[src/hdl/pwb_pkg.sv]
`timescale 1ns / 1ps
// ============================================================================
// pwb_pkg
// Shared types and constants of the posted write buffer: controller states
// and the command and status words between controller and datapath.
// ============================================================================
package pwb_pkg;

    localparam int MAX_RESULTS = 64;
    localparam int RESULT_CNT_W = 7;

    typedef enum logic [2:0] {
        ST_IDLE,
        ST_DECIDE,
        ST_STORE,
        ST_READ,
        ST_EMIT,
        ST_FINISH
    } pwb_state_t;

    typedef struct packed {
        logic idle;
        logic store;
        logic read;
        logic emit;
        logic flush;
    } pwb_cmd_t;

    typedef struct packed {
        logic drain_item;
        logic write_done;
        logic full;
        logic empty;
        logic slot_last;
        logic emit_ok;
        logic flush_ok;
    } pwb_sts_t;

endpackage

[src/hdl/pwb_ctrl.sv]
`timescale 1ns / 1ps
// ============================================================================
// pwb_ctrl
// Controller of the posted write buffer. Sequences chunk stores, slot reads,
// byte emission and the final flush of each item.
// ============================================================================
module pwb_ctrl
    import pwb_pkg::*;
(
    input  logic     clk,
    input  logic     rst_n,
    input  logic     in_valid,
    input  pwb_sts_t sts,
    output pwb_cmd_t cmd
);

    pwb_state_t state_reg;
    pwb_state_t state_next;

    always_ff @(posedge clk or negedge rst_n)
    begin
        if (!rst_n)
        begin
            state_reg <= ST_IDLE;
        end
        else
        begin
            state_reg <= state_next;
        end
    end

    always_comb
    begin
        state_next = state_reg;
        unique case (state_reg)
            ST_IDLE:
            begin
                if (in_valid)
                begin
                    state_next = ST_DECIDE;
                end
            end
            ST_DECIDE:
            begin
                priority if (sts.drain_item)
                begin
                    state_next = sts.empty ? ST_FINISH : ST_READ;
                end
                else if (sts.write_done)
                begin
                    state_next = ST_FINISH;
                end
                else if (sts.full)
                begin
                    state_next = ST_READ;
                end
                else
                begin
                    state_next = ST_STORE;
                end
            end
            ST_STORE:
            begin
                state_next = ST_DECIDE;
            end
            ST_READ:
            begin
                state_next = ST_EMIT;
            end
            ST_EMIT:
            begin
                if (sts.emit_ok && sts.slot_last)
                begin
                    state_next = ST_DECIDE;
                end
            end
            ST_FINISH:
            begin
                if (sts.flush_ok)
                begin
                    state_next = ST_IDLE;
                end
            end
            default:
            begin
                state_next = ST_IDLE;
            end
        endcase
    end

    always_comb
    begin
        cmd = '0;
        unique case (state_reg)
            ST_IDLE:   cmd.idle  = 1'b1;
            ST_DECIDE: cmd       = '0;
            ST_STORE:  cmd.store = 1'b1;
            ST_READ:   cmd.read  = 1'b1;
            ST_EMIT:   cmd.emit  = 1'b1;
            ST_FINISH: cmd.flush = 1'b1;
            default:   cmd       = '0;
        endcase
    end

endmodule

[src/hdl/pwb_datapath.sv]
`timescale 1ns / 1ps
// ============================================================================
// pwb_datapath
// Datapath of the posted write buffer: slot memory, pointers, item registers,
// drain byte counter, one held-back result and the output register.
// ============================================================================
module pwb_datapath
    import pwb_pkg::*;
#(
    parameter int ENTRIES         = 8,
    parameter int MAX_ENTRY_BYTES = 8
)
(
    input  logic        clk,
    input  logic        rst_n,
    input  pwb_cmd_t    cmd,
    output pwb_sts_t    sts,
    input  logic        in_valid,
    input  logic        command,
    input  logic [31:0] address,
    input  logic [3:0]  byte_count,
    input  logic [63:0] write_data,
    input  logic        cfg_valid,
    input  logic [3:0]  cfg_data,
    output logic        out_valid,
    input  logic        out_stall,
    output logic [31:0] bus_address,
    output logic [7:0]  bus_byte,
    output logic        last_of_run
);

    localparam int PTR_W  = (ENTRIES > 1) ? $clog2(ENTRIES) : 1;
    localparam int USED_W = $clog2(ENTRIES + 1);
    localparam int CNT_W  = $clog2(MAX_ENTRY_BYTES + 1);
    localparam int K_W    = (MAX_ENTRY_BYTES > 1) ? $clog2(MAX_ENTRY_BYTES) : 1;
    localparam int DATA_W = 8 * MAX_ENTRY_BYTES;
    localparam int SLOT_W = 32 + CNT_W + DATA_W;

    logic [SLOT_W-1:0] slot_mem [ENTRIES];
    logic [SLOT_W-1:0] rdata_reg;

    logic [3:0]        bpe_reg;
    logic              cmd_reg;
    logic [31:0]       addr_reg;
    logic [3:0]        remaining_reg;
    logic [63:0]       data_reg;

    logic [PTR_W-1:0]  fill_ptr_reg;
    logic [PTR_W-1:0]  drain_ptr_reg;
    logic [USED_W-1:0] used_reg;
    logic [K_W-1:0]    k_reg;
    logic [RESULT_CNT_W-1:0] emitted_reg;

    logic              pend_valid_reg;
    logic [31:0]       pend_addr_reg;
    logic [7:0]        pend_byte_reg;
    logic              out_valid_reg;
    logic [31:0]       out_addr_reg;
    logic [7:0]        out_byte_reg;
    logic              out_last_reg;

    logic              load;
    logic              out_free;
    logic              can_count;
    logic              emit_fire;
    logic              slot_done;
    logic              flush_push;
    logic [3:0]        chunk_max;
    logic [3:0]        len;
    logic [DATA_W-1:0] chunk;
    logic [31:0]       rd_addr;
    logic [CNT_W-1:0]  rd_cnt;
    logic [DATA_W-1:0] rd_data;
    logic [31:0]       new_addr;
    logic [7:0]        new_byte;
    logic [PTR_W-1:0]  fill_ptr_next;
    logic [PTR_W-1:0]  drain_ptr_next;

    assign load      = cmd.idle && in_valid;
    assign out_free  = !out_valid_reg || !out_stall;
    assign can_count = emitted_reg < RESULT_CNT_W'(MAX_RESULTS);

    always_comb
    begin
        priority if (bpe_reg == 4'd0)
        begin
            chunk_max = 4'd1;
        end
        else if (bpe_reg > 4'(MAX_ENTRY_BYTES))
        begin
            chunk_max = 4'(MAX_ENTRY_BYTES);
        end
        else
        begin
            chunk_max = bpe_reg;
        end
    end

    assign len = (remaining_reg < chunk_max) ? remaining_reg : chunk_max;

    always_comb
    begin
        for (int j = 0; j < MAX_ENTRY_BYTES; j++)
        begin
            chunk[8*j +: 8] = (4'(j) < len) ? data_reg[8*j +: 8] : 8'h00;
        end
    end

    assign rd_data  = rdata_reg[DATA_W-1:0];
    assign rd_cnt   = rdata_reg[DATA_W +: CNT_W];
    assign rd_addr  = rdata_reg[DATA_W+CNT_W +: 32];
    assign new_addr = rd_addr + 32'(k_reg);
    assign new_byte = 8'(rd_data >> {k_reg, 3'b000});

    assign emit_fire  = cmd.emit && (!can_count || !pend_valid_reg || out_free);
    assign slot_done  = emit_fire && (5'(k_reg) + 5'd1 == 5'(rd_cnt));
    assign flush_push = cmd.flush && pend_valid_reg && out_free;

    assign fill_ptr_next  = (fill_ptr_reg == PTR_W'(ENTRIES - 1)) ? '0 : fill_ptr_reg + 1'b1;
    assign drain_ptr_next = (drain_ptr_reg == PTR_W'(ENTRIES - 1)) ? '0 : drain_ptr_reg + 1'b1;

    assign sts.drain_item = cmd_reg;
    assign sts.write_done = remaining_reg == 4'd0;
    assign sts.full       = used_reg == USED_W'(ENTRIES);
    assign sts.empty      = used_reg == '0;
    assign sts.slot_last  = 5'(k_reg) + 5'd1 == 5'(rd_cnt);
    assign sts.emit_ok    = emit_fire;
    assign sts.flush_ok   = !pend_valid_reg || out_free;

    always_ff @(posedge clk)
    begin
        if (cmd.store)
        begin
            slot_mem[fill_ptr_reg] <= {addr_reg, CNT_W'(len), chunk};
        end
        if (cmd.read)
        begin
            rdata_reg <= slot_mem[drain_ptr_reg];
        end
    end

    always_ff @(posedge clk)
    begin
        if (load)
        begin
            cmd_reg       <= command;
            addr_reg      <= address;
            remaining_reg <= (byte_count > 4'd8) ? 4'd8 : byte_count;
            data_reg      <= write_data;
        end
        else if (cmd.store)
        begin
            addr_reg      <= addr_reg + 32'(len);
            remaining_reg <= remaining_reg - len;
            data_reg      <= data_reg >> {len, 3'b000};
        end
        if (emit_fire && can_count)
        begin
            pend_addr_reg <= new_addr;
            pend_byte_reg <= new_byte;
        end
        if (emit_fire && can_count && pend_valid_reg)
        begin
            out_addr_reg <= pend_addr_reg;
            out_byte_reg <= pend_byte_reg;
            out_last_reg <= 1'b0;
        end
        else if (flush_push)
        begin
            out_addr_reg <= pend_addr_reg;
            out_byte_reg <= pend_byte_reg;
            out_last_reg <= 1'b1;
        end
    end

    always_ff @(posedge clk or negedge rst_n)
    begin
        if (!rst_n)
        begin
            bpe_reg        <= 4'd8;
            fill_ptr_reg   <= '0;
            drain_ptr_reg  <= '0;
            used_reg       <= '0;
            k_reg          <= '0;
            emitted_reg    <= '0;
            pend_valid_reg <= 1'b0;
            out_valid_reg  <= 1'b0;
        end
        else
        begin
            if (cfg_valid)
            begin
                bpe_reg <= cfg_data;
            end
            if (cmd.store)
            begin
                fill_ptr_reg <= fill_ptr_next;
            end
            if (slot_done)
            begin
                drain_ptr_reg <= drain_ptr_next;
            end
            if (cmd.store && !slot_done)
            begin
                used_reg <= used_reg + 1'b1;
            end
            else if (slot_done && !cmd.store)
            begin
                used_reg <= used_reg - 1'b1;
            end
            if (slot_done)
            begin
                k_reg <= '0;
            end
            else if (emit_fire)
            begin
                k_reg <= k_reg + 1'b1;
            end
            if (load)
            begin
                emitted_reg <= '0;
            end
            else if (emit_fire && can_count)
            begin
                emitted_reg <= emitted_reg + 1'b1;
            end
            if (emit_fire && can_count)
            begin
                pend_valid_reg <= 1'b1;
            end
            else if (flush_push)
            begin
                pend_valid_reg <= 1'b0;
            end
            if ((emit_fire && can_count && pend_valid_reg) || flush_push)
            begin
                out_valid_reg <= 1'b1;
            end
            else if (!out_stall)
            begin
                out_valid_reg <= 1'b0;
            end
        end
    end

    assign out_valid   = out_valid_reg;
    assign bus_address = out_addr_reg;
    assign bus_byte    = out_byte_reg;
    assign last_of_run = out_last_reg;

    assert property (@(posedge clk) disable iff (!rst_n)
        used_reg <= USED_W'(ENTRIES))
        else $error("slot usage exceeds the number of slots");

    assert property (@(posedge clk) disable iff (!rst_n)
        cmd.store |-> !sts.full)
        else $error("chunk stored into a full buffer");

    assert property (@(posedge clk) disable iff (!rst_n)
        used_reg == '0 |-> fill_ptr_reg == drain_ptr_reg)
        else $error("pointers disagree on an empty buffer");

    assert property (@(posedge clk) disable iff (!rst_n)
        flush_push |=> out_valid_reg && out_last_reg && !pend_valid_reg)
        else $error("final word of a run not presented with its last flag");

    assert property (@(posedge clk) disable iff (!rst_n)
        emitted_reg <= RESULT_CNT_W'(MAX_RESULTS))
        else $error("result count per item exceeds its limit");

endmodule

[src/hdl/posted_write_buffer.sv]
`timescale 1ns / 1ps
// ============================================================================
// posted_write_buffer
// Circular buffer of posted byte writes that drains to the bus one byte per
// word, oldest slot first.
// ============================================================================
// Items are taken one at a time. The input is stalled except in the idle
// state, where a word is taken. A write item then passes through a decision
// state and a store state for each stored chunk. When the buffer is full, each
// chunk is preceded by a drain of the oldest slot: a decision state, a memory
// read state and the emission of each byte in that slot. A drain item does the
// same for every used slot. Every item ends with a decision state and a flush
// state. The last word of each run is held back in a pending register so that
// its last_of_run flag can be set; output stall holds back the byte emission
// and the flush.
module posted_write_buffer
    import pwb_pkg::*;
#(
    parameter int ENTRIES         = 8,
    parameter int MAX_ENTRY_BYTES = 8
)
(
    input  logic        clk,
    input  logic        rst_n,
    input  logic        in_valid,
    output logic        in_stall,
    input  logic        command,
    input  logic [31:0] address,
    input  logic [3:0]  byte_count,
    input  logic [63:0] write_data,
    input  logic        cfg_valid,
    output logic        cfg_ready,
    input  logic [3:0]  cfg_data,
    output logic        out_valid,
    input  logic        out_stall,
    output logic [31:0] bus_address,
    output logic [7:0]  bus_byte,
    output logic        last_of_run
);

    pwb_cmd_t cmd;
    pwb_sts_t sts;

    assign in_stall  = !cmd.idle;
    assign cfg_ready = 1'b1;

    pwb_ctrl u_ctrl (
        .clk      (clk),
        .rst_n    (rst_n),
        .in_valid (in_valid),
        .sts      (sts),
        .cmd      (cmd)
    );

    pwb_datapath #(
        .ENTRIES         (ENTRIES),
        .MAX_ENTRY_BYTES (MAX_ENTRY_BYTES)
    ) u_datapath (
        .clk         (clk),
        .rst_n       (rst_n),
        .cmd         (cmd),
        .sts         (sts),
        .in_valid    (in_valid),
        .command     (command),
        .address     (address),
        .byte_count  (byte_count),
        .write_data  (write_data),
        .cfg_valid   (cfg_valid),
        .cfg_data    (cfg_data),
        .out_valid   (out_valid),
        .out_stall   (out_stall),
        .bus_address (bus_address),
        .bus_byte    (bus_byte),
        .last_of_run (last_of_run)
    );

endmodule

[config.mk]
export PLATFORM = sky130hd
export DESIGN_NAME = posted_write_buffer
export DESIGN_NICKNAME = d
export VERILOG_FILES = /design/src/hdl/pwb_pkg.sv /design/src/hdl/pwb_ctrl.sv /design/src/hdl/pwb_datapath.sv /design/src/hdl/posted_write_buffer.sv
export SDC_FILE = /design/constraint.sdc
export NUM_CORES = 1
export LEC_CHECK = 0
export BUFFER_PORTS_ARGS = -buffer_cell sky130_fd_sc_hd__buf_2
export CORE_MARGIN = 2
export CORE_UTILIZATION = 38
export CTS_CLUSTER_SIZE = 14
export DETAILED_ROUTE_END_ITERATION = 7
export SYNTH_ARGS = -nofsm -noshare
export SYNTH_HDL_FRONTEND = slang
export SYNTH_SLANG_ARGS = --single-unit
[constraint.sdc]
create_clock -name clk -period 8.45 [get_ports clk]
set_clock_uncertainty 0.1 [all_clocks]
set_input_delay 0.4225 -clock clk [delete_from_list [all_inputs] [get_ports clk]]
set_output_delay 0.4225 -clock clk [all_outputs]
set_load 0.01 [all_outputs]
==> summary.txt <==
Global routing
  • Largest net degree at the start of global routing: 113
  • Wire length of the first global-routing pass: 160000 um
  • Sum of overflow across all layers after global routing: 0
  • Total GRT Usage: 18.0%
  • Initial antenna violation count: 8
  • Number of global-route vias before repair: 23900

Synth
  • Mean cell area of the mapped netlist: 19.1 sq um
  • Number of warnings reported in the yosys synthesis log: 0
  • Post-synth EDFFs: 1081
  • Synthesized net count: 2489
  • Synthesized instance count: 2351
  • Main flop type after synthesis: sky130_fd_sc_hd__edfxtp_1
  • Unique masters post-synth: 70
  • Number of synthesized register bits: 1111
  • Sequential fraction of the synthesis area: 74.0%
  • Area of the mapped netlist: 0.0449 sq mm
  • Async SR Flop Fraction: 2.61%

STA
  • Setup WS post-layout: 3.32 ns
  • RSZ-0062 raised after global routing: false
  • Max-slew headroom: 10.5%
  • Final critical-path required period: 5.13 ns
  • Final number of hold-violating endpoints: 0
  • Peak Freq: 195 MHz
  • Final number of max-transition violations: 0
  • Hold Worst Slack: 0.0257 ns
  • Final setup fails: 0
  • Final worst path period share: 60.7%
  • Worst slew pin tran: 1.34 ns
  • Setup Total Neg Slack: 0 ns

Detailed routing
  • Routed WL per cell: 26.0 um
  • Total wirelength of the detailed-routed design: 110000 um
  • Via-to-Cell Ratio: 5.51
  • Iter 0 DRT Violations: 2374
  • Residual DRC: 0
  • Vias after detailed routing: 23200
  • Detailed-router iteration count before antenna repair: 8
  • Antenna-violating nets left: 0

Worst hold path
  • Path type of the worst min-delay path: in -> reg

Die
  • Die outline area: 0.121 sq mm
  • Die extent in y: 348 um
  • X dimension of the die: 348 um
  • Number of rows created at floorplan: 126
  • Ports: 154
  • Starting Density: 38.2%
  • CORE AREA: 0.118 sq mm

Setup path
  • Crit path required time: 8.74 ns
  • Library cell contributing the largest single delay on the critical path: sky130_fd_sc_hd__a21boi_1
  • Type of the setup path with the least slack: reg -> reg
  • Sequence of cells on the critical path: nor2b_1, inv_1, ha_1, o21a_1, or2_0, a21bo_2, nand2_2, inv_2, fa_1, nor2b_1, o21ai_0, a21boi_1, and3_1, nand2_1, xor2_1, o21ai_0
  • Longest individual stage delay on the worst path: 0.64 ns
  • Critical path startpoint category: flop
  • Maximum fanout along the worst path: 31
  • Setup crit end kind: flop
  • Crit path DAT: 5.42 ns

Clock tree
  • Number of H-tree branching levels: 3
  • Number of clock buffers inserted by TritonCTS: 109
  • TritonCTS clock tree: built
  • Number of buffers added for setup after CTS: 0
  • Insertion delay to the later sink of the worst-skew pair: 0.68 ns
  • Count of clock tree sinks: 1111
  • Cell chosen for the clock root: sky130_fd_sc_hd__clkbuf_16
  • Clock Tree Buf Depth: 3
  • Clk pin slew, worst setup/hold paths: 0.06 ns

Placed design
  • Worst setup timing slack at the placement stage: 3.32 ns
  • GP Congestion: 0.871
  • Cell count after placement: 3958
  • Buffers added on ports: 152
  • Post-detailed-placement cell area: 0.0475 sq mm
  • Half-perimeter wire length after placement: 63800 um

Power and ir drop
  • Peak supply drop: 0.000262 V
  • Leakage: 0.0165 uW
  • Power Dens Cells: 358 mW/mm^2

Flow run
  • Reported max-cap violation count: 0

Final layout
  • Number of flip-flops under the largest register name: 800
  • Cell Count, Final, Fillers Out: 4218
  • Layout Nets: 2730
  • Design area: 0.0516 sq mm
  • Area growth syn-to-layout: 14.9%
  • Number of fillers in the final layout: 10200
  • Share of final-layout standard cells stronger than drive strength 1: 26.5%

Run status
  • Status: finished clean
## where the power goes
part           leakage (uW)  switching, uW  total [uW]  internal (uW)
clock network       0.00169           2020        4730           2710
registers            0.0103            721        8510           7790
logic               0.00459           3150        5200           2050
total                0.0165           5900       18400          12600
## synth_stat cells, types with 9 or more instances
cell | n | area, sq um
sky130_fd_sc_hd__edfxtp_1 | 1081 | 32500
sky130_fd_sc_hd__mux4_2 | 216 | 4860
sky130_fd_sc_hd__nand2_1 | 150 | 563
sky130_fd_sc_hd__mux2_2 | 118 | 1330
sky130_fd_sc_hd__o21ai_0 | 71 | 355
sky130_fd_sc_hd__nor2_1 | 67 | 251
sky130_fd_sc_hd__clkbuf_1 | 65 | 244
sky130_fd_sc_hd__mux2i_1 | 46 | 460
sky130_fd_sc_hd__a21oi_1 | 44 | 220
sky130_fd_sc_hd__xnor2_1 | 42 | 368
sky130_fd_sc_hd__nor2b_1 | 41 | 257
sky130_fd_sc_hd__xor2_1 | 34 | 298
sky130_fd_sc_hd__and2_1 | 33 | 206
sky130_fd_sc_hd__nand3_1 | 31 | 155
sky130_fd_sc_hd__buf_2 | 29 | 145
sky130_fd_sc_hd__dfrtp_1 | 28 | 701
sky130_fd_sc_hd__ha_1 | 24 | 300
sky130_fd_sc_hd__inv_1 | 24 | 90.1
sky130_fd_sc_hd__and3_1 | 19 | 119
sky130_fd_sc_hd__buf_1 | 14 | 52.6
sky130_fd_sc_hd__o211ai_1 | 12 | 90.1
sky130_fd_sc_hd__nand4_1 | 11 | 68.8
sky130_fd_sc_hd__o22ai_1 | 11 | 68.8
sky130_fd_sc_hd__nor3_1 | 10 | 50.1
sky130_fd_sc_hd__o22a_1 | 10 | 87.6
sky130_fd_sc_hd__o31ai_1 | 10 | 75.1
sky130_fd_sc_hd__a22o_1 | 9 | 78.8
## logic make-up after synthesis
logic type	synth area share, %
multiplexers	14.8
AO/OA/AOI/OAI	3.34
buffers and inverters	1.27
other	0.00836
flip-flops	74.0
adder cells (fa/ha/maj)	0.848
XOR/XNOR	1.48
AND/OR/NAND/NOR	4.22
## metrics by stage
| stage | utilization, % | total power [uW] |
|---|---|---|
| 6_report | 43.9 | 18400 |
| 2_1_floorplan | - | 12000 |
| 3_5_place_dp | 40.4 | 13800 |
| 4_1_cts | 43.9 | 18600 |
| 3_3_place_gp | 40.4 | 13600 |
| 5_1_grt | 43.9 | 19300 |
## layout make-up
type,instances,area [sq um],area share (%)
Tap cell,1536,1920,3.73
Timing Repair Buffer,242,1670,3.24
Inverter,26,100,0.194
Clock inverter,64,596,1.15
Clock buffer,136,2870,5.57
Sequential cell,1111,33200,64.4
Multi-Input combinational cell,1102,11200,21.7
Antenna cell,1,2.50,0.00485
## metal layers
metal / routed length, um / global-route usage [%] / vias up
li1: - / - / 9913
met1: 46500 / 25.4 / 12300
met4: 2570 / 4.97 / 4
met5: 31 / 0 / -
met2: 52600 / 29.1 / 880
met3: 7980 / 3.05 / 153
## worst max-delay path: cells and delay by family, from the launching register on
family	cells	cell delay, ns
compound gates	5	1.40
flops	1	0.38
simple gates	6	1.53
buf+inv	2	0.50
xor+xnor	1	0.13
fa+ha+maj	2	0.80
## cells in the final DEF, fill, tap and decap left out, types with 22 or more instances in the layout
master and n:
sky130_fd_sc_hd__mux2_2 118, sky130_fd_sc_hd__clkbuf_16 111, sky130_fd_sc_hd__clkbuf_1 25, sky130_fd_sc_hd__nor2_1 60, sky130_fd_sc_hd__edfxtp_1 1081, sky130_fd_sc_hd__dlygate4sd3_1 59, sky130_fd_sc_hd__mux4_2 216, sky130_fd_sc_hd__and2_1 33
sky130_fd_sc_hd__o21ai_0 71, sky130_fd_sc_hd__mux2i_1 46, sky130_fd_sc_hd__a21oi_1 44, sky130_fd_sc_hd__nand3_1 31, sky130_fd_sc_hd__xor2_1 34, sky130_fd_sc_hd__ha_1 24, sky130_fd_sc_hd__clkinv_2 22, sky130_fd_sc_hd__dfrtp_1 24
sky130_fd_sc_hd__nor2b_1 41, sky130_fd_sc_hd__xnor2_1 42, sky130_fd_sc_hd__buf_2 152, sky130_fd_sc_hd__nand2_1 148, sky130_fd_sc_hd__inv_1 23, sky130_fd_sc_hd__buf_4 24
## worst paths after layout
kind | startpoint | end | slack (ns) | depth (start not counted)
max | u_datapath.bpe_reg[2] | u_datapath.addr_reg[26] | 3.32 | 16
min | cfg_data[2] | u_datapath.bpe_reg[2] | 0.03 | 2
max reg2reg | u_datapath.bpe_reg[2] | u_datapath.addr_reg[26] | 3.32 | 16
min reg2reg | u_datapath.pend_addr_reg[4] | u_datapath.bus_address[4] | 0.32 | 0
max in group asynchronous | rst_n | u_datapath.drain_ptr_reg[2] | 7.46 | 2
min in group asynchronous | rst_n | u_datapath.out_valid | 0.27 | 2
## what timing repair did
item / CTS / global route
hold buffers: 59 / 0
endpoints found under the hold margin: 86 / 0
resized for setup: 0 / 0
(Power assumes the default switching activity.)
